File: src/ecc_pkg.sv
// Shared types, codes and lookup functions of the EBNF character classifier.
// No dependencies; imported by every module of the block.
package ecc_pkg;

    localparam int POSITION_BITS_DEF = 16;
    localparam int QUEUE_DEPTH_DEF   = 4;

    // Result status codes
    localparam logic [1:0] STATUS_TOKEN = 2'd0;
    localparam logic [1:0] STATUS_ERROR = 2'd1;
    localparam logic [1:0] STATUS_DONE  = 2'd2;

    // Character class codes
    localparam logic [4:0] CLS_TERMINATOR   = 5'd0;
    localparam logic [4:0] CLS_LETTER       = 5'd1;
    localparam logic [4:0] CLS_DIGIT        = 5'd2;
    localparam logic [4:0] CLS_QUOTE_SINGLE = 5'd3;
    localparam logic [4:0] CLS_QUOTE_DOUBLE = 5'd4;
    localparam logic [4:0] CLS_CONCAT       = 5'd5;
    localparam logic [4:0] CLS_DEFINE       = 5'd6;
    localparam logic [4:0] CLS_OPTION_END   = 5'd7;
    localparam logic [4:0] CLS_DEF_SEP      = 5'd8;
    localparam logic [4:0] CLS_EXCEPT       = 5'd9;
    localparam logic [4:0] CLS_COMMENT_END  = 5'd10;
    localparam logic [4:0] CLS_REPETITION   = 5'd11;
    localparam logic [4:0] CLS_COMMENT_BEG  = 5'd12;
    localparam logic [4:0] CLS_REPEAT_BEG   = 5'd13;
    localparam logic [4:0] CLS_REPEAT_END   = 5'd14;
    localparam logic [4:0] CLS_OPTION_BEG   = 5'd15;
    localparam logic [4:0] CLS_GROUP_BEG    = 5'd16;
    localparam logic [4:0] CLS_GROUP_END    = 5'd17;
    localparam logic [4:0] CLS_SPECIAL      = 5'd18;
    localparam logic [4:0] CLS_OTHER        = 5'd19;
    localparam logic [4:0] CLS_SPACE        = 5'd20;
    localparam logic [4:0] CLS_HTAB         = 5'd21;
    localparam logic [4:0] CLS_NEWLINE      = 5'd22;
    localparam logic [4:0] CLS_VTAB         = 5'd23;
    localparam logic [4:0] CLS_FORMFEED     = 5'd24;

    // Bytes with a role of their own
    localparam logic [7:0] CH_NUL    = 8'h00;
    localparam logic [7:0] CH_LPAREN = 8'h28;
    localparam logic [7:0] CH_RPAREN = 8'h29;
    localparam logic [7:0] CH_STAR   = 8'h2A;
    localparam logic [7:0] CH_COLON  = 8'h3A;
    localparam logic [7:0] CH_SLASH  = 8'h2F;
    localparam logic [7:0] CH_NL     = 8'h0A;

    // Kind of a held pair opener
    typedef enum logic [1:0] {
        KIND_PAREN = 2'd0,
        KIND_STAR  = 2'd1,
        KIND_COLON = 2'd2,
        KIND_SLASH = 2'd3
    } t_kind;

    typedef struct packed {
        logic       valid;
        logic [4:0] cls;
    } t_class_hit;

    typedef struct packed {
        logic  valid;
        t_kind kind;
    } t_kind_hit;

    typedef struct packed {
        logic [1:0]  status;
        logic [4:0]  char_class;
        logic [1:0]  token_length;
        logic [7:0]  first_byte;
        logic [7:0]  second_byte;
        logic [15:0] error_line;
        logic [15:0] error_column;
    } t_result;

    // One queue entry: an optional lone opener, then an optional main result
    typedef struct packed {
        logic    flush_valid;
        t_kind   flush_kind;
        logic    main_valid;
        t_result main;
    } t_cmd;

    function automatic logic [7:0] opener_byte(t_kind kind);
        logic [7:0] b;
        unique case (kind)
            KIND_PAREN: b = CH_LPAREN;
            KIND_STAR:  b = CH_STAR;
            KIND_COLON: b = CH_COLON;
            KIND_SLASH: b = CH_SLASH;
            default:    b = CH_LPAREN;
        endcase
        return b;
    endfunction

    function automatic logic [4:0] opener_class(t_kind kind);
        logic [4:0] c;
        unique case (kind)
            KIND_PAREN: c = CLS_GROUP_BEG;
            KIND_STAR:  c = CLS_REPETITION;
            KIND_COLON: c = CLS_OTHER;
            KIND_SLASH: c = CLS_DEF_SEP;
            default:    c = CLS_GROUP_BEG;
        endcase
        return c;
    endfunction

    function automatic t_kind_hit opener_kind(logic [7:0] b);
        t_kind_hit r;
        r.valid = 1'b1;
        r.kind  = KIND_PAREN;
        unique case (b)
            CH_LPAREN: r.kind = KIND_PAREN;
            CH_STAR:   r.kind = KIND_STAR;
            CH_COLON:  r.kind = KIND_COLON;
            CH_SLASH:  r.kind = KIND_SLASH;
            default:   r.valid = 1'b0;
        endcase
        return r;
    endfunction

    function automatic t_class_hit single_class(logic [7:0] b);
        t_class_hit r;
        r.valid = 1'b1;
        r.cls   = CLS_TERMINATOR;
        if ((b >= 8'h41 && b <= 8'h5A) || (b >= 8'h61 && b <= 8'h7A)) begin
            r.cls = CLS_LETTER;
        end else if (b >= 8'h30 && b <= 8'h39) begin
            r.cls = CLS_DIGIT;
        end else begin
            unique case (b)
                8'h3B, 8'h2E: r.cls = CLS_TERMINATOR;   // ; .
                8'h27:        r.cls = CLS_QUOTE_SINGLE;
                8'h22:        r.cls = CLS_QUOTE_DOUBLE;
                8'h2C:        r.cls = CLS_CONCAT;
                8'h3D:        r.cls = CLS_DEFINE;
                8'h5D:        r.cls = CLS_OPTION_END;
                8'h7C, 8'h21: r.cls = CLS_DEF_SEP;      // | !
                8'h2D:        r.cls = CLS_EXCEPT;
                8'h7B:        r.cls = CLS_REPEAT_BEG;
                8'h7D:        r.cls = CLS_REPEAT_END;
                8'h5B:        r.cls = CLS_OPTION_BEG;
                CH_RPAREN:    r.cls = CLS_GROUP_END;
                8'h3F:        r.cls = CLS_SPECIAL;
                // + _ % @ & # $ < > \ ^ ` ~
                8'h2B, 8'h5F, 8'h25, 8'h40, 8'h26, 8'h23, 8'h24,
                8'h3C, 8'h3E, 8'h5C, 8'h5E, 8'h60, 8'h7E:
                              r.cls = CLS_OTHER;
                8'h20:        r.cls = CLS_SPACE;
                8'h09:        r.cls = CLS_HTAB;
                CH_NL:        r.cls = CLS_NEWLINE;
                8'h0B:        r.cls = CLS_VTAB;
                8'h0C:        r.cls = CLS_FORMFEED;
                default:      r.valid = 1'b0;
            endcase
        end
        return r;
    endfunction

    function automatic t_class_hit pair_class(t_kind kind, logic [7:0] b);
        t_class_hit r;
        r.valid = 1'b0;
        r.cls   = CLS_TERMINATOR;
        if (kind == KIND_PAREN) begin
            r.valid = 1'b1;
            unique case (b)
                CH_STAR:  r.cls = CLS_COMMENT_BEG;
                CH_COLON: r.cls = CLS_REPEAT_BEG;
                CH_SLASH: r.cls = CLS_OPTION_BEG;
                default:  r.valid = 1'b0;
            endcase
        end else if (b == CH_RPAREN) begin
            r.valid = 1'b1;
            unique case (kind)
                KIND_STAR:  r.cls = CLS_COMMENT_END;
                KIND_COLON: r.cls = CLS_REPEAT_END;
                default:    r.cls = CLS_OPTION_END;
            endcase
        end
        return r;
    endfunction

endpackage

File: src/ebnf_char_classifier.sv
// Top level of the EBNF character classifier: front end, command queue and
// back end. Depends on ecc_pkg, ecc_front, ecc_queue and ecc_back.
//
// The block reads EBNF source one byte per word on the slave stream and
// returns one result word per token, error or end of text on the master
// stream. A byte that may open a two-byte token, ( * : /, is held for one
// word and joined with the next byte into (* *) (: :) (/ /); otherwise it is
// sent alone ahead of the next byte's result. Line and column of each byte
// are counted and saturate; an invalid byte gives an error word with its
// position, while end of text (tlast, or a NUL byte) gives a done word. After
// either the block swallows all input words without result until reset.
// Rate: one byte is taken every cycle. The back end sends one result word a
// cycle while the master side is ready, so a byte that causes two results
// holds it for both words; a queue of QUEUE_DEPTH commands between front and
// back absorbs these, and the input stalls only when that queue fills. A
// result word passes through the queue and the back end's output register
// before it is presented on the master side; back-pressure delays it further.
module ebnf_char_classifier
    import ecc_pkg::*;
#(
    parameter int POSITION_BITS = POSITION_BITS_DEF,
    parameter int QUEUE_DEPTH   = QUEUE_DEPTH_DEF
) (
    input  logic        i_clk,
    input  logic        i_rst_n,
    input  logic        s_axis_tvalid,
    output logic        s_axis_tready,
    input  logic [7:0]  s_axis_tdata,   // [7:0] text_byte
    input  logic        s_axis_tlast,   // end_of_text
    output logic        m_axis_tvalid,
    input  logic        m_axis_tready,
    // [4:0] char_class, [6:5] token_length, [14:7] first_byte,
    // [22:15] second_byte, [38:23] error_line, [54:39] error_column, [55] zero
    output logic [55:0] m_axis_tdata,
    output logic [1:0]  m_axis_tuser,   // [1:0] status
    output logic        m_axis_tlast    // last_result
);

    logic    w_push, w_full;
    t_cmd    w_push_cmd;
    logic    w_q_valid, w_pop;
    t_cmd    w_q_cmd;
    t_result w_res;

    // Classify bytes, hold openers, track position
    ecc_front #(
        .POSITION_BITS (POSITION_BITS)
    ) u_front (
        .i_clk   (i_clk),
        .i_rst_n (i_rst_n),
        .i_valid (s_axis_tvalid),
        .o_ready (s_axis_tready),
        .i_byte  (s_axis_tdata),
        .i_eot   (s_axis_tlast),
        .i_full  (w_full),
        .o_push  (w_push),
        .o_cmd   (w_push_cmd)
    );

    // Decouple the byte side from output back-pressure
    ecc_queue #(
        .DEPTH (QUEUE_DEPTH)
    ) u_queue (
        .i_clk   (i_clk),
        .i_rst_n (i_rst_n),
        .i_push  (w_push),
        .i_cmd   (w_push_cmd),
        .o_full  (w_full),
        .o_valid (w_q_valid),
        .o_cmd   (w_q_cmd),
        .i_pop   (w_pop)
    );

    // Expand commands into result words
    ecc_back u_back (
        .i_clk       (i_clk),
        .i_rst_n     (i_rst_n),
        .i_cmd_valid (w_q_valid),
        .i_cmd       (w_q_cmd),
        .o_cmd_pop   (w_pop),
        .o_valid     (m_axis_tvalid),
        .i_ready     (m_axis_tready),
        .o_result    (w_res),
        .o_last      (m_axis_tlast)
    );

    // Pack the result word, lowest field first
    assign m_axis_tdata = {1'b0, w_res.error_column, w_res.error_line,
                           w_res.second_byte, w_res.first_byte,
                           w_res.token_length, w_res.char_class};
    assign m_axis_tuser = w_res.status;

endmodule

File: src/ecc_front.sv
// Front end: accepts source bytes, pairs openers, tracks position and halt,
// and pushes one command per byte that causes results. Uses ecc_pkg.
module ecc_front
    import ecc_pkg::*;
#(
    parameter int POSITION_BITS = POSITION_BITS_DEF
) (
    input  logic       i_clk,
    input  logic       i_rst_n,
    input  logic       i_valid,
    output logic       o_ready,
    input  logic [7:0] i_byte,
    input  logic       i_eot,
    input  logic       i_full,
    output logic       o_push,
    output t_cmd       o_cmd
);

    localparam logic [POSITION_BITS-1:0] POS_MAX = {POSITION_BITS{1'b1}};
    localparam logic [POSITION_BITS-1:0] POS_ONE = POSITION_BITS'(1);

    logic                     r_pend_valid, n_pend_valid;
    t_kind                    r_pend_kind, n_pend_kind;
    logic [POSITION_BITS-1:0] r_line, n_line;
    logic [POSITION_BITS-1:0] r_col, n_col;
    logic                     r_halted, n_halted;

    logic       w_accept;
    logic       w_advance;
    t_class_hit w_single;
    t_class_hit w_pair;
    t_kind_hit  w_open;
    logic [15:0] w_err_line, w_err_col;
    t_cmd       w_cmd;

    assign o_ready  = !i_full;
    assign w_accept = i_valid && o_ready;
    assign w_single = single_class(i_byte);
    assign w_pair   = pair_class(r_pend_kind, i_byte);
    assign w_open   = opener_kind(i_byte);

    // Clip the position to the 16-bit report fields
    always_comb begin
        if (POSITION_BITS > 16 && r_line > POSITION_BITS'(17'h0FFFF)) begin
            w_err_line = 16'hFFFF;
        end else begin
            w_err_line = 16'(r_line);
        end
        if (POSITION_BITS > 16 && r_col > POSITION_BITS'(17'h0FFFF)) begin
            w_err_col = 16'hFFFF;
        end else begin
            w_err_col = 16'(r_col);
        end
    end

    always_comb begin
        n_pend_valid = r_pend_valid;
        n_pend_kind  = r_pend_kind;
        n_halted     = r_halted;
        w_advance    = 1'b0;
        w_cmd        = '0;
        w_cmd.flush_kind = r_pend_kind;

        if (w_accept && !r_halted) begin
            if (i_eot || i_byte == CH_NUL) begin
                w_cmd.flush_valid      = r_pend_valid;
                w_cmd.main_valid       = 1'b1;
                w_cmd.main.status      = STATUS_DONE;
                n_pend_valid = 1'b0;
                n_pend_kind  = KIND_PAREN;
                n_halted     = 1'b1;
            end else if (r_pend_valid && w_pair.valid) begin
                w_cmd.main_valid        = 1'b1;
                w_cmd.main.status       = STATUS_TOKEN;
                w_cmd.main.char_class   = w_pair.cls;
                w_cmd.main.token_length = 2'd2;
                w_cmd.main.first_byte   = opener_byte(r_pend_kind);
                w_cmd.main.second_byte  = i_byte;
                n_pend_valid = 1'b0;
                n_pend_kind  = KIND_PAREN;
                w_advance    = 1'b1;
            end else begin
                // Emit the held opener alone, then handle the new byte
                w_cmd.flush_valid = r_pend_valid;
                if (w_open.valid) begin
                    n_pend_valid = 1'b1;
                    n_pend_kind  = w_open.kind;
                    w_advance    = 1'b1;
                end else if (w_single.valid) begin
                    w_cmd.main_valid        = 1'b1;
                    w_cmd.main.status       = STATUS_TOKEN;
                    w_cmd.main.char_class   = w_single.cls;
                    w_cmd.main.token_length = 2'd1;
                    w_cmd.main.first_byte   = i_byte;
                    n_pend_valid = 1'b0;
                    n_pend_kind  = KIND_PAREN;
                    w_advance    = 1'b1;
                end else begin
                    w_cmd.main_valid         = 1'b1;
                    w_cmd.main.status        = STATUS_ERROR;
                    w_cmd.main.first_byte    = i_byte;
                    w_cmd.main.error_line    = w_err_line;
                    w_cmd.main.error_column  = w_err_col;
                    n_pend_valid = 1'b0;
                    n_pend_kind  = KIND_PAREN;
                    n_halted     = 1'b1;
                end
            end
        end
    end

    // Saturating position of the next byte
    always_comb begin
        n_line = r_line;
        n_col  = r_col;
        if (w_advance) begin
            if (i_byte == CH_NL) begin
                if (r_line != POS_MAX) begin
                    n_line = r_line + POS_ONE;
                end
                n_col = POS_ONE;
            end else if (r_col != POS_MAX) begin
                n_col = r_col + POS_ONE;
            end
        end
    end

    always_ff @(posedge i_clk) begin
        if (!i_rst_n) begin
            r_pend_valid <= 1'b0;
            r_pend_kind  <= KIND_PAREN;
            r_line       <= POS_ONE;
            r_col        <= POS_ONE;
            r_halted     <= 1'b0;
        end else begin
            r_pend_valid <= n_pend_valid;
            r_pend_kind  <= n_pend_kind;
            r_line       <= n_line;
            r_col        <= n_col;
            r_halted     <= n_halted;
        end
    end

    assign o_push = w_accept && !r_halted && (w_cmd.flush_valid || w_cmd.main_valid);
    assign o_cmd  = w_cmd;

endmodule

File: src/ecc_queue.sv
// Short command queue between front and back end.
// Uses t_cmd from ecc_pkg.
module ecc_queue
    import ecc_pkg::*;
#(
    parameter int DEPTH = QUEUE_DEPTH_DEF
) (
    input  logic i_clk,
    input  logic i_rst_n,
    input  logic i_push,
    input  t_cmd i_cmd,
    output logic o_full,
    output logic o_valid,
    output t_cmd o_cmd,
    input  logic i_pop
);

    localparam int AW = (DEPTH > 1) ? $clog2(DEPTH) : 1;
    localparam int CW = $clog2(DEPTH + 1);
    localparam logic [AW-1:0] LAST_PTR = AW'(DEPTH - 1);
    localparam logic [CW-1:0] FULL_CNT = CW'(DEPTH);
    localparam logic [CW-1:0] CNT_ONE  = CW'(1);

    t_cmd          r_mem [DEPTH];
    logic [AW-1:0] r_wr_ptr, n_wr_ptr;
    logic [AW-1:0] r_rd_ptr, n_rd_ptr;
    logic [CW-1:0] r_count, n_count;
    logic          w_do_push, w_do_pop;

    assign o_full    = (r_count == FULL_CNT);
    assign o_valid   = (r_count != '0);
    assign o_cmd     = r_mem[r_rd_ptr];
    assign w_do_push = i_push && !o_full;
    assign w_do_pop  = i_pop && o_valid;

    always_comb begin
        n_wr_ptr = r_wr_ptr;
        n_rd_ptr = r_rd_ptr;
        n_count  = r_count;
        if (w_do_push) begin
            n_wr_ptr = (r_wr_ptr == LAST_PTR) ? '0 : r_wr_ptr + AW'(1);
        end
        if (w_do_pop) begin
            n_rd_ptr = (r_rd_ptr == LAST_PTR) ? '0 : r_rd_ptr + AW'(1);
        end
        if (w_do_push && !w_do_pop) begin
            n_count = r_count + CNT_ONE;
        end else if (!w_do_push && w_do_pop) begin
            n_count = r_count - CNT_ONE;
        end
    end

    always_ff @(posedge i_clk) begin
        if (!i_rst_n) begin
            r_wr_ptr <= '0;
            r_rd_ptr <= '0;
            r_count  <= '0;
        end else begin
            r_wr_ptr <= n_wr_ptr;
            r_rd_ptr <= n_rd_ptr;
            r_count  <= n_count;
        end
    end

    always_ff @(posedge i_clk) begin
        if (w_do_push) begin
            r_mem[r_wr_ptr] <= i_cmd;
        end
    end

endmodule

File: src/ecc_back.sv
// Back end: expands each queued command into one or two result words and
// holds them in the output register. Uses ecc_pkg.
module ecc_back
    import ecc_pkg::*;
(
    input  logic    i_clk,
    input  logic    i_rst_n,
    input  logic    i_cmd_valid,
    input  t_cmd    i_cmd,
    output logic    o_cmd_pop,
    output logic    o_valid,
    input  logic    i_ready,
    output t_result o_result,
    output logic    o_last
);

    logic    r_out_valid;
    t_result r_out_res;
    logic    r_out_last;
    logic    r_second;      // lone opener of the head command already sent

    logic    w_load;
    logic    w_flush_now;
    logic    w_is_last;
    t_result w_flush_res;
    t_result w_cur;

    assign w_load      = !r_out_valid || i_ready;
    assign w_flush_now = i_cmd.flush_valid && !r_second;
    assign w_is_last   = !(w_flush_now && i_cmd.main_valid);

    always_comb begin
        w_flush_res              = '0;
        w_flush_res.status       = STATUS_TOKEN;
        w_flush_res.char_class   = opener_class(i_cmd.flush_kind);
        w_flush_res.token_length = 2'd1;
        w_flush_res.first_byte   = opener_byte(i_cmd.flush_kind);
        w_cur = w_flush_now ? w_flush_res : i_cmd.main;
    end

    assign o_cmd_pop = w_load && i_cmd_valid && w_is_last;

    always_ff @(posedge i_clk) begin
        if (!i_rst_n) begin
            r_out_valid <= 1'b0;
            r_second    <= 1'b0;
        end else if (w_load) begin
            r_out_valid <= i_cmd_valid;
            if (i_cmd_valid) begin
                r_second <= !w_is_last;
            end
        end
    end

    always_ff @(posedge i_clk) begin
        if (w_load && i_cmd_valid) begin
            r_out_res  <= w_cur;
            r_out_last <= w_is_last;
        end
    end

    assign o_valid  = r_out_valid;
    assign o_result = r_out_res;
    assign o_last   = r_out_last;

endmodule
File: config.mk
export PLATFORM = sky130hd
export DESIGN_NAME = ebnf_char_classifier
export DESIGN_NICKNAME = d
export VERILOG_FILES = /design/src/ecc_pkg.sv /design/src/ebnf_char_classifier.sv /design/src/ecc_front.sv /design/src/ecc_queue.sv /design/src/ecc_back.sv
export SDC_FILE = /design/constraint.sdc
export NUM_CORES = 1
export LEC_CHECK = 0
export BUFFER_PORTS_ARGS = -buffer_cell sky130_fd_sc_hd__buf_2
export CELL_PAD_IN_SITES_DETAIL_PLACEMENT = 2
export CELL_PAD_IN_SITES_GLOBAL_PLACEMENT = 2
export CORE_UTILIZATION = 41
export CTS_CLUSTER_DIAMETER = 120
export DETAILED_ROUTE_END_ITERATION = 8
export PLACE_DENSITY = 0.74
export SLEW_MARGIN = 20
export SYNTH_ARGS = -nofsm -noshare
export SYNTH_HDL_FRONTEND = slang
export SYNTH_HIERARCHICAL = 1
export SYNTH_SLANG_ARGS = --single-unit
File: constraint.sdc
create_clock -name i_clk -period 5.2 [get_ports i_clk]
set_input_delay 1.56 -clock i_clk [delete_from_list [all_inputs] [get_ports i_clk]]
set_output_delay 1.56 -clock i_clk [all_outputs]
set_load 0.02 [all_outputs]
==> metrics.cfg, run 1 <==
[outcome]
status = finished clean

[sta]
fin_crit_ps = 4450
fin_setup_tns_ps = 0
setup_slack_ps = 754
hold_violations = 0
rsz0062_at_grt = no
fmax_mhz = 225
fin_skew_ps = 18.5
worst_pin_slew_ps = 940
slew_viol_final = 0
slew_headroom = 0.373
min_period_over_period = 0.855
setup_violations = 0

[critical_path]
crit_type = input port to flop
arrival_ps = 4880
required_ps = 5630
ff2ff_setup_slack_ps = 1770
startpoint = s_axis_tdata[4]
cp_max_fo = 22
startpoint_type = input port
cp-end-kind = flop

[yosys]
synth_edf_count = 302
synth.distinct_cells = 77
synthCells = 946
ys_ff_latch = 349
synth_area_sq_mm = 0.0148
synth_warnings = 6
synthArstFlopShare = 0
synthFlopType = edfxtp_1
avgSynthCellArea_sq_um = 15.6
yosysSeqAreaShare = 0.678

[detailed_routing]
antenna_left = 0
drc = 0
drt_iter0_drc = 603
via_per_inst = 5.66
wire_per_inst_um = 25.4
totalWireLength_mm = 38.3
num_vias = 8530
dr.pass1.iters = 6

[floorplan]
die_x_um = 192
num_io_pins = 74
die_area_sq_mm = 0.0368
die-height_um = 192
fp-row-count = 69
start_util = 0.416
coreArea_sq_mm = 0.0355

[global_routing]
grt_pass1_vias = 9503
gr-total-overflow = 0
antenna_found_initial = 1
grt_pass1_wl_mm = 58.8
grt_max_degree = 62
grt.total_usage = 0.215

[layout]
area_growth_pct = 13.3
seq_area_sq_mm = 0.0100
layout_commonest_cell = edfxtp_1
nFillCells = 3294
nets = 1048
drive_gt1_frac = 0.218
multi_input_comb_area_sq_mm = 0.00429
final_cell_mix = 302 x edfxtp_1, 72 x buf_2, 67 x nand2_1

[clock_tree]
cts_tree = built
root_buffer = clkbuf_16
cts_made_buffers = 38
clkLatencyLatePin_ps = 520
holdBufCountCts = 0
path_clk_slew_ps = 60
clkSinkCount = 349
post_cts_resized = 0
cts_setup_buffers = 0
htree_levels = 2
cts.path.max_buffers = 3

[placed_design]
hpwl_mm = 23.4
gp_congestion = 0.819
portBuffers = 72
dp_slack_ps = 343

[job]
drv_cap = 0

[pwr]
p_leak_uw = 0.00579
powerDensity_mw_per_mm2 = 531
vdd_drop_max_uv = 341

[hold_path]
min_path_type = flop to flop
min_from = u_front/r_halted

-- through the flow --
stage	hold slack [ps]	area [sq um]	total power, uW	utilization	std cells
final	478	16700	8890	0.472	1508
after global routing	506	16700	9270	0.472	1507
after CTS	483	16700	9010	0.472	1507
after detailed placement	475	15500	6300	0.437	1439
after global placement	449	15500	6160	0.437	1439
after floorplan	434	14800	5620	-	947
-- cells by family (layout without fill, tap and decap cells) --
family                   after synthesis  in the layout  synth area share
AND/OR/NAND/NOR                      315            315             0.122
adder cells (fa/ha/maj)               17             17            0.0149
buffers and inverters                 83            182            0.0338
multiplexers                          69             69            0.0987
AO/OA/AOI/OAI                         97             97            0.0444
flip-flops                           349            349             0.678
other                                  2              4          0.000508
XOR/XNOR                              14             14           0.00830
-- routing by layer --
metal | GRT usage | up-vias | wire, um
met2 | 0.371 | 209 | 19500
met3 | 0.0267 | 61 | 1700
li1 | - | 3790 | -
met4 | 0.0659 | 0 | 967
met5 | 0 | - | 0
met1 | 0.282 | 4470 | 16200
-- cell type report --
| class | instances | share of cell area |
|---|---|---|
| Antenna cell | 1 | 0.000149 |
| Clock buffer | 52 | 0.0618 |
| Inverter | 22 | 0.00493 |
| Tap cell | 461 | 0.0345 |
| Timing Repair Buffer | 92 | 0.0335 |
| Multi-Input combinational cell | 515 | 0.256 |
| Clock inverter | 16 | 0.0107 |
| Sequential cell | 349 | 0.598 |
-- path summary, 6_finish.rpt --
path / endpoint / cells past startpoint
max: u_queue/r_count[2] / 13
max reg2reg: u_queue/r_count[2] / 10
min: u_front/r_halted / 2
min reg2reg: u_front/r_halted / 2
-- state kept, by name, summed over array words and instances (netlist names), 2 cells and up, named ones only --
| name | flops |
|---|---|
| u_front/r_line | 16 |
| u_front/r_pend_kind | 2 |
| u_back/o_result | 57 |
| u_queue/r_mem | 244 |
| u_front/r_col | 16 |
| u_queue/r_rd_ptr | 2 |
| u_queue/r_count | 3 |
| u_queue/r_wr_ptr | 2 |
-- cell usage after synthesis, types with 3 or more instances --
library cell | number | area share
a211oi_1 | 5 | 0.0025
a21oi_1 | 26 | 0.0088
a22oi_1 | 3 | 0.0015
a31oi_1 | 8 | 0.0034
a32oi_1 | 3 | 0.0018
and2_1 | 56 | 0.024
and3_1 | 38 | 0.016
buf_12 | 6 | 0.0081
buf_2 | 20 | 0.0068
buf_4 | 5 | 0.0025
buf_6 | 6 | 0.0046
clkbuf_1 | 21 | 0.0053
dfxtp_1 | 47 | 0.064
edfxtp_1 | 302 | 0.61
ha_1 | 16 | 0.014
inv_1 | 22 | 0.0056
mux2i_1 | 8 | 0.0054
mux4_2 | 60 | 0.091
nand2_1 | 67 | 0.017
nand2b_1 | 11 | 0.0047
nand3_1 | 15 | 0.0051
nand4_1 | 11 | 0.0047
nand4b_1 | 4 | 0.0024
nor2_1 | 35 | 0.0089
nor2b_1 | 6 | 0.0025
nor3_1 | 20 | 0.0068
nor3b_1 | 3 | 0.0015
nor4_1 | 6 | 0.0025
o211ai_1 | 3 | 0.0015
o21ai_0 | 17 | 0.0058
o31ai_1 | 8 | 0.0041
or2_2 | 5 | 0.0021
or3_1 | 9 | 0.0038
or4_1 | 7 | 0.0036
xnor2_1 | 9 | 0.0053
xor2_1 | 5 | 0.0030
-- critical path: stages --
cell	delay, ps
buf_2	250
nor4_4	570
a31oi_1	310
inv_1	190
o31a_1	260
or2_2	150
nor2b_1	190
ha_1	210
inv_1	70
fa_1	430
xor2_1	190
or3_1	300
a21boi_0	190
-- power breakdown --
part           switching [uW]  internal [uW]
Sequential                221           3740
Combinational            1410            837
Clock                    1090           1590
Total                    2720           6170
No activity file was read; power rests on OpenSTA's default activity.
==> inputs of run 2 (changes only) <==
--- a/config.mk
+++ b/config.mk
@@ -8,10 +8,10 @@
 export BUFFER_PORTS_ARGS = -buffer_cell sky130_fd_sc_hd__buf_2
 export CELL_PAD_IN_SITES_DETAIL_PLACEMENT = 2
 export CELL_PAD_IN_SITES_GLOBAL_PLACEMENT = 2
-export CORE_UTILIZATION = 41
+export CORE_UTILIZATION = 45
 export CTS_CLUSTER_DIAMETER = 120
 export DETAILED_ROUTE_END_ITERATION = 8
-export PLACE_DENSITY = 0.74
+export PLACE_DENSITY = 0.77
 export SLEW_MARGIN = 20
 export SYNTH_ARGS = -nofsm -noshare
 export SYNTH_HDL_FRONTEND = slang
==> constraint.sdc (replaced) <==
create_clock -name i_clk -period 4.15 [get_ports i_clk]
set_input_delay 1.245 -clock i_clk [delete_from_list [all_inputs] [get_ports i_clk]]
set_output_delay 1.245 -clock i_clk [all_outputs]
set_load 0.02 [all_outputs]
==> run 2 against run 1 <==
Effect of this change:
- die area down 8.8%
- sequential power up 24%
- wire length increased by 8.5%
- non-clock buffer count up 30
- critical endpoint is now u_front/r_col[9]
==> metrics.cfg, run 2 (synthesis results as in run 1) <==
[hold_path]
min_path_type = flop to flop
min_from = u_front/r_halted
min_path_cells = 2
min_to = u_front/r_halted

[clock_tree]
cts_tree = built
clkSinkCount = 349
htree_levels = 2
holdBufCountCts = 0
cts.path.max_buffers = 3
root_buffer = clkbuf_16
clkLatencyLatePin_ps = 550
cts_made_buffers = 39
path_clk_slew_ps = 60
post_cts_resized = 0
cts_setup_buffers = 0

[detailed_routing]
via_per_inst = 5.92
num_vias = 8951
totalWireLength_mm = 41.6
dr.pass1.iters = 5
wire_per_inst_um = 27.5
drt_iter0_drc = 688
antenna_left = 0
drc = 0

[placed_design]
dpl_cell_area_sq_mm = 0.0157
gp_congestion = 0.835
place_inst = 1443
hpwl_mm = 25.4
portBuffers = 72

[critical_path]
reg2reg_from = u_front/r_pend_kind[0]
startpoint_type = input port
cp-end-kind = flop
crit_type = input port to flop
required_ps = 4600
arrival_ps = 4100
ff2ff_setup_slack_ps = 910
reg2reg_depth = 13
r2r-end = u_queue/r_count[2]
cp_max_fo = 56

[sta]
hold_slack_ps = 494
fmax_mhz = 273
rsz0062_at_grt = no
fin_skew_ps = 17.2
hold_violations = 0
slew_headroom = 0.339
min_period_over_period = 0.882
worst_pin_slew_ps = 982
slew_viol_final = 0
setup_violations = 0
fin_crit_ps = 3660
fin_setup_tns_ps = 0

[pwr]
powerDensity_mw_per_mm2 = 661
internal_power_uw = 7760
swShare = 0.308
pwr-share-comb = 0.261
p_clk_frac = 0.302
p_leak_uw = 0.00596
seq_power_share = 0.437
switching_power_uw = 3450
vdd_drop_max_uv = 344

[floorplan]
fp-row-count = 65
die_area_sq_mm = 0.0336
die-height_um = 183
coreArea_sq_mm = 0.0320
die_x_um = 183
start_util = 0.462
num_io_pins = 74

[layout]
finalNonFillerCells = 1513
layout_commonest_cell = edfxtp_1
largest_reg_flops = 244
final_cell_mix = 302 x edfxtp_1, 72 x buf_2, 67 x nand2_1
drive_gt1_frac = 0.243
antennaDiodeCount = 0
area_growth_pct = 14.9
nFillCells = 2916
nets = 1079
fin_area_sq_mm = 0.0170
final_util = 0.531
top_register = u_queue/r_mem

[outcome]
status = finished clean

[global_routing]
grt_pass1_wl_mm = 63.3
grt_max_degree = 62
grt_pass1_vias = 9930
grt.total_usage = 0.257
gr-total-overflow = 0
antenna_found_initial = 0

[job]
drv_cap = 0

run 2: critical path: stages:
cell       delay (ps)
buf_2             130
buf_4             180
or4_4             550
a2111oi_4         480
a31oi_1           110
and4b_4           220
and4_4            350
or4_1             600
a21oi_1           210
run 2: layer usage:
metal	share of wire	routed length, um	global-route usage	vias up
met3	0.048	2000	0.0387	79
met4	0.029	1190	0.0887	0
met1	0.42	17300	0.329	4722
li1	-	-	-	3850
met5	0	0	0	-
met2	0.51	21100	0.446	300
run 2: area by class of cell:
type                       count  area, sq um  area share
multi-input combinational    515         4290       0.253
timing repair buffer         122          798      0.0471
clock buffer                  54         1060      0.0627
tap                          435          544      0.0321
inverter                      22         82.6     0.00487
clock inverter                16          169     0.00996
sequential                   349        10000       0.590
run 2: how the worst max path moves through the flow:
stage               startpoint            endpoint  slack, ps  cells past startpoint
2_1_floorplan  s_axis_tdata[5]  u_queue/r_count[2]          3                     15
3_3_place_gp   s_axis_tdata[0]  u_queue/r_count[2]        160                     14
3_5_place_dp   s_axis_tdata[0]  u_queue/r_count[2]         20                     14
4_1_cts        s_axis_tdata[0]   u_front/r_col[13]        550                      9
5_1_grt        s_axis_tdata[0]  u_queue/r_count[2]        350                     14
6_report       s_axis_tdata[0]    u_front/r_col[9]        490                      9
run 2: power groups by stage:
stage	registers [uW]	logic (uW)	clock network, uW
after global routing	4950	3170	3570
after floorplan	5310	1720	0
after global placement	4880	2840	0
after CTS	4910	3000	3450
after detailed placement	4970	2970	0
final	4900	2930	3390
run 2: stage by stage:
stage	setup WS (ps)	power [uW]
global route	352	11700
CTS	548	11400
floorplan	2.71	7030
detailed placement	23.4	7940
global placement	159	7720
finish	491	11200
==> inputs of run 3 (changes only) <==
--- a/config.mk
+++ b/config.mk
@@ -11,7 +11,7 @@
 export CORE_UTILIZATION = 45
 export CTS_CLUSTER_DIAMETER = 120
 export DETAILED_ROUTE_END_ITERATION = 8
-export PLACE_DENSITY = 0.77
+export PLACE_DENSITY = 0.8
 export SLEW_MARGIN = 20
 export SYNTH_ARGS = -nofsm -noshare
 export SYNTH_HDL_FRONTEND = slang
==> run 3 against run 2 <==
Effect of this change:
- register-to-register slack about the same
- utilization decreased by 0.31 points
- setup slack worse by 11 ps
- non-clock buffer count down 6
- wire length down 1.2%
- cell area fell by 0.58%
- fmax fell by 0.31%
- cell count decreased by 0.46%
- hold slack lost 13 ps
- sequential share of layout area up 0.35 points
- critical path type unchanged
==> metrics.cfg, run 3 (synthesis results as in run 1) <==
[layout]
layout_commonest_cell = edfxtp_1
nets = 1072
nFillCells = 2900
seq_area_sq_mm = 0.0100
largest_reg_flops = 244
drive_gt1_frac = 0.239
final_cell_mix = 302 x edfxtp_1, 72 x buf_2, 67 x nand2_1
area_growth_pct = 14.2
top_register = u_queue/r_mem
multi_input_comb_area_sq_mm = 0.00429
antennaDiodeCount = 0

[clock_tree]
cts_setup_buffers = 0
htree_levels = 2
path_clk_slew_ps = 60
cts_made_buffers = 38
post_cts_resized = 0
root_buffer = clkbuf_16
cts_tree = built
cts.path.max_buffers = 3
holdBufCountCts = 0
clkSinkCount = 349
clkLatencyLatePin_ps = 520

[critical_path]
startpoint_type = input port
crit_chain = buf_2, buf_4, or4_4, a2111oi_4, a31oi_1, and4b_4, and4_4, or4_1, a21oi_1
crit_type = input port to flop
cp-end-kind = flop
cp_slowest_cell = or4_1
arrival_ps = 4080
required_ps = 4560
cp_max_fo = 56
critPathMaxStageDelay_ps = 600

[sta]
rsz0062_at_grt = no
slew_headroom = 0.347
hold_violations = 0
worst_pin_slew_ps = 980
fin_setup_tns_ps = 0
fin_skew_ps = 15.6
fmax_mhz = 272
setup_slack_ps = 480
setup_violations = 0
fin_crit_ps = 3670
slew_viol_final = 0
min_period_over_period = 0.884

[job]
drv_cap = 0

[detailed_routing]
drt_iter0_drc = 716
via_per_inst = 5.86
num_vias = 8825
wire_per_inst_um = 27.3
antenna_left = 0
drc = 0
totalWireLength_mm = 41.1
dr.pass1.iters = 5

[floorplan]
coreArea_sq_mm = 0.0320
num_io_pins = 74
die_area_sq_mm = 0.0336
die-height_um = 183
die_x_um = 183
start_util = 0.462
fp-row-count = 65

[global_routing]
top_usage_layer = met2
grt.met1_usage = 0.338
grt.total_usage = 0.252
grt_pass1_wl_mm = 62.8
grt_pass1_vias = 9727
grt_max_degree = 62
antenna_found_initial = 0
use_met3 = 0.0324
grt_util_met2 = 0.434
gr-total-overflow = 0

[placed_design]
dp_slack_ps = 32.1
gp_congestion = 0.796
portBuffers = 72
hpwl_mm = 25.1

[hold_path]
min_path_type = flop to flop

[pwr]
vdd_drop_max_uv = 411
powerDensity_mw_per_mm2 = 657
p_leak_uw = 0.00590

[outcome]
status = finished clean

run 3: cell types whose count changed in the layout (fill, tap and decap cells not counted):
cell,before,now
buf_4,45,39
clkbuf_8,1,7
bufinv_16,3,0
clkinv_1,4,2
clkinv_2,6,4
clkbuf_1,13,14
clkbuf_16,40,39
clkinv_4,0,1
clkinv_8,1,0
run 3: power by group:
group | leakage (uW) | internal [uW] | switching [uW]
clock network | 0.000579 | 1870 | 1370
registers | 0.00329 | 4690 | 264
logic | 0.00203 | 1080 | 1810
total | 0.00590 | 7640 | 3440
run 3: per-stage QoR:
step | hold slack (ps) | instances | power (uW) | utilization | area, sq um
final | 481 | 1506 | 11100 | 0.528 | 16900
after global routing | 515 | 1506 | 11500 | 0.528 | 16900
after CTS | 477 | 1506 | 11200 | 0.528 | 16900
after detailed placement | 466 | 1437 | 7940 | 0.491 | 15700
after global placement | 448 | 1437 | 7720 | 0.491 | 15700
after floorplan | 434 | 947 | 7030 | - | 14800
run 3: critical path, delay by kind of cell:
| kind | cells | cell delay (ps) |
|---|---|---|
| simple gates | 4 | 1730 |
| buf+inv | 2 | 350 |
| compound gates | 3 | 740 |
run 3: worst paths after layout:
path                                        from  depth (start not counted)                 end  slack [ps]
worst max-delay path             s_axis_tdata[0]                          9    u_front/r_col[9]         480
worst min-delay path            u_front/r_halted                          2    u_front/r_halted         480
worst max register to register              flop                         10  u_queue/r_count[2]         910
worst min register to register  u_front/r_halted                          2    u_front/r_halted         480
run 3: final cells by class:
cell class / instances / area share
Inverter: 22 / 0.00490
Sequential cell: 349 / 0.594
Timing Repair Buffer: 116 / 0.0447
Clock buffer: 60 / 0.0667
Clock inverter: 9 / 0.00319
Tap cell: 435 / 0.0323
Multi-Input combinational cell: 515 / 0.255
run 3: per-layer routing:
metal	vias up	routed length [um]
li1	3827	-
met5	-	0
met4	0	881
met3	63	1890
met2	293	20800
met1	4642	17500
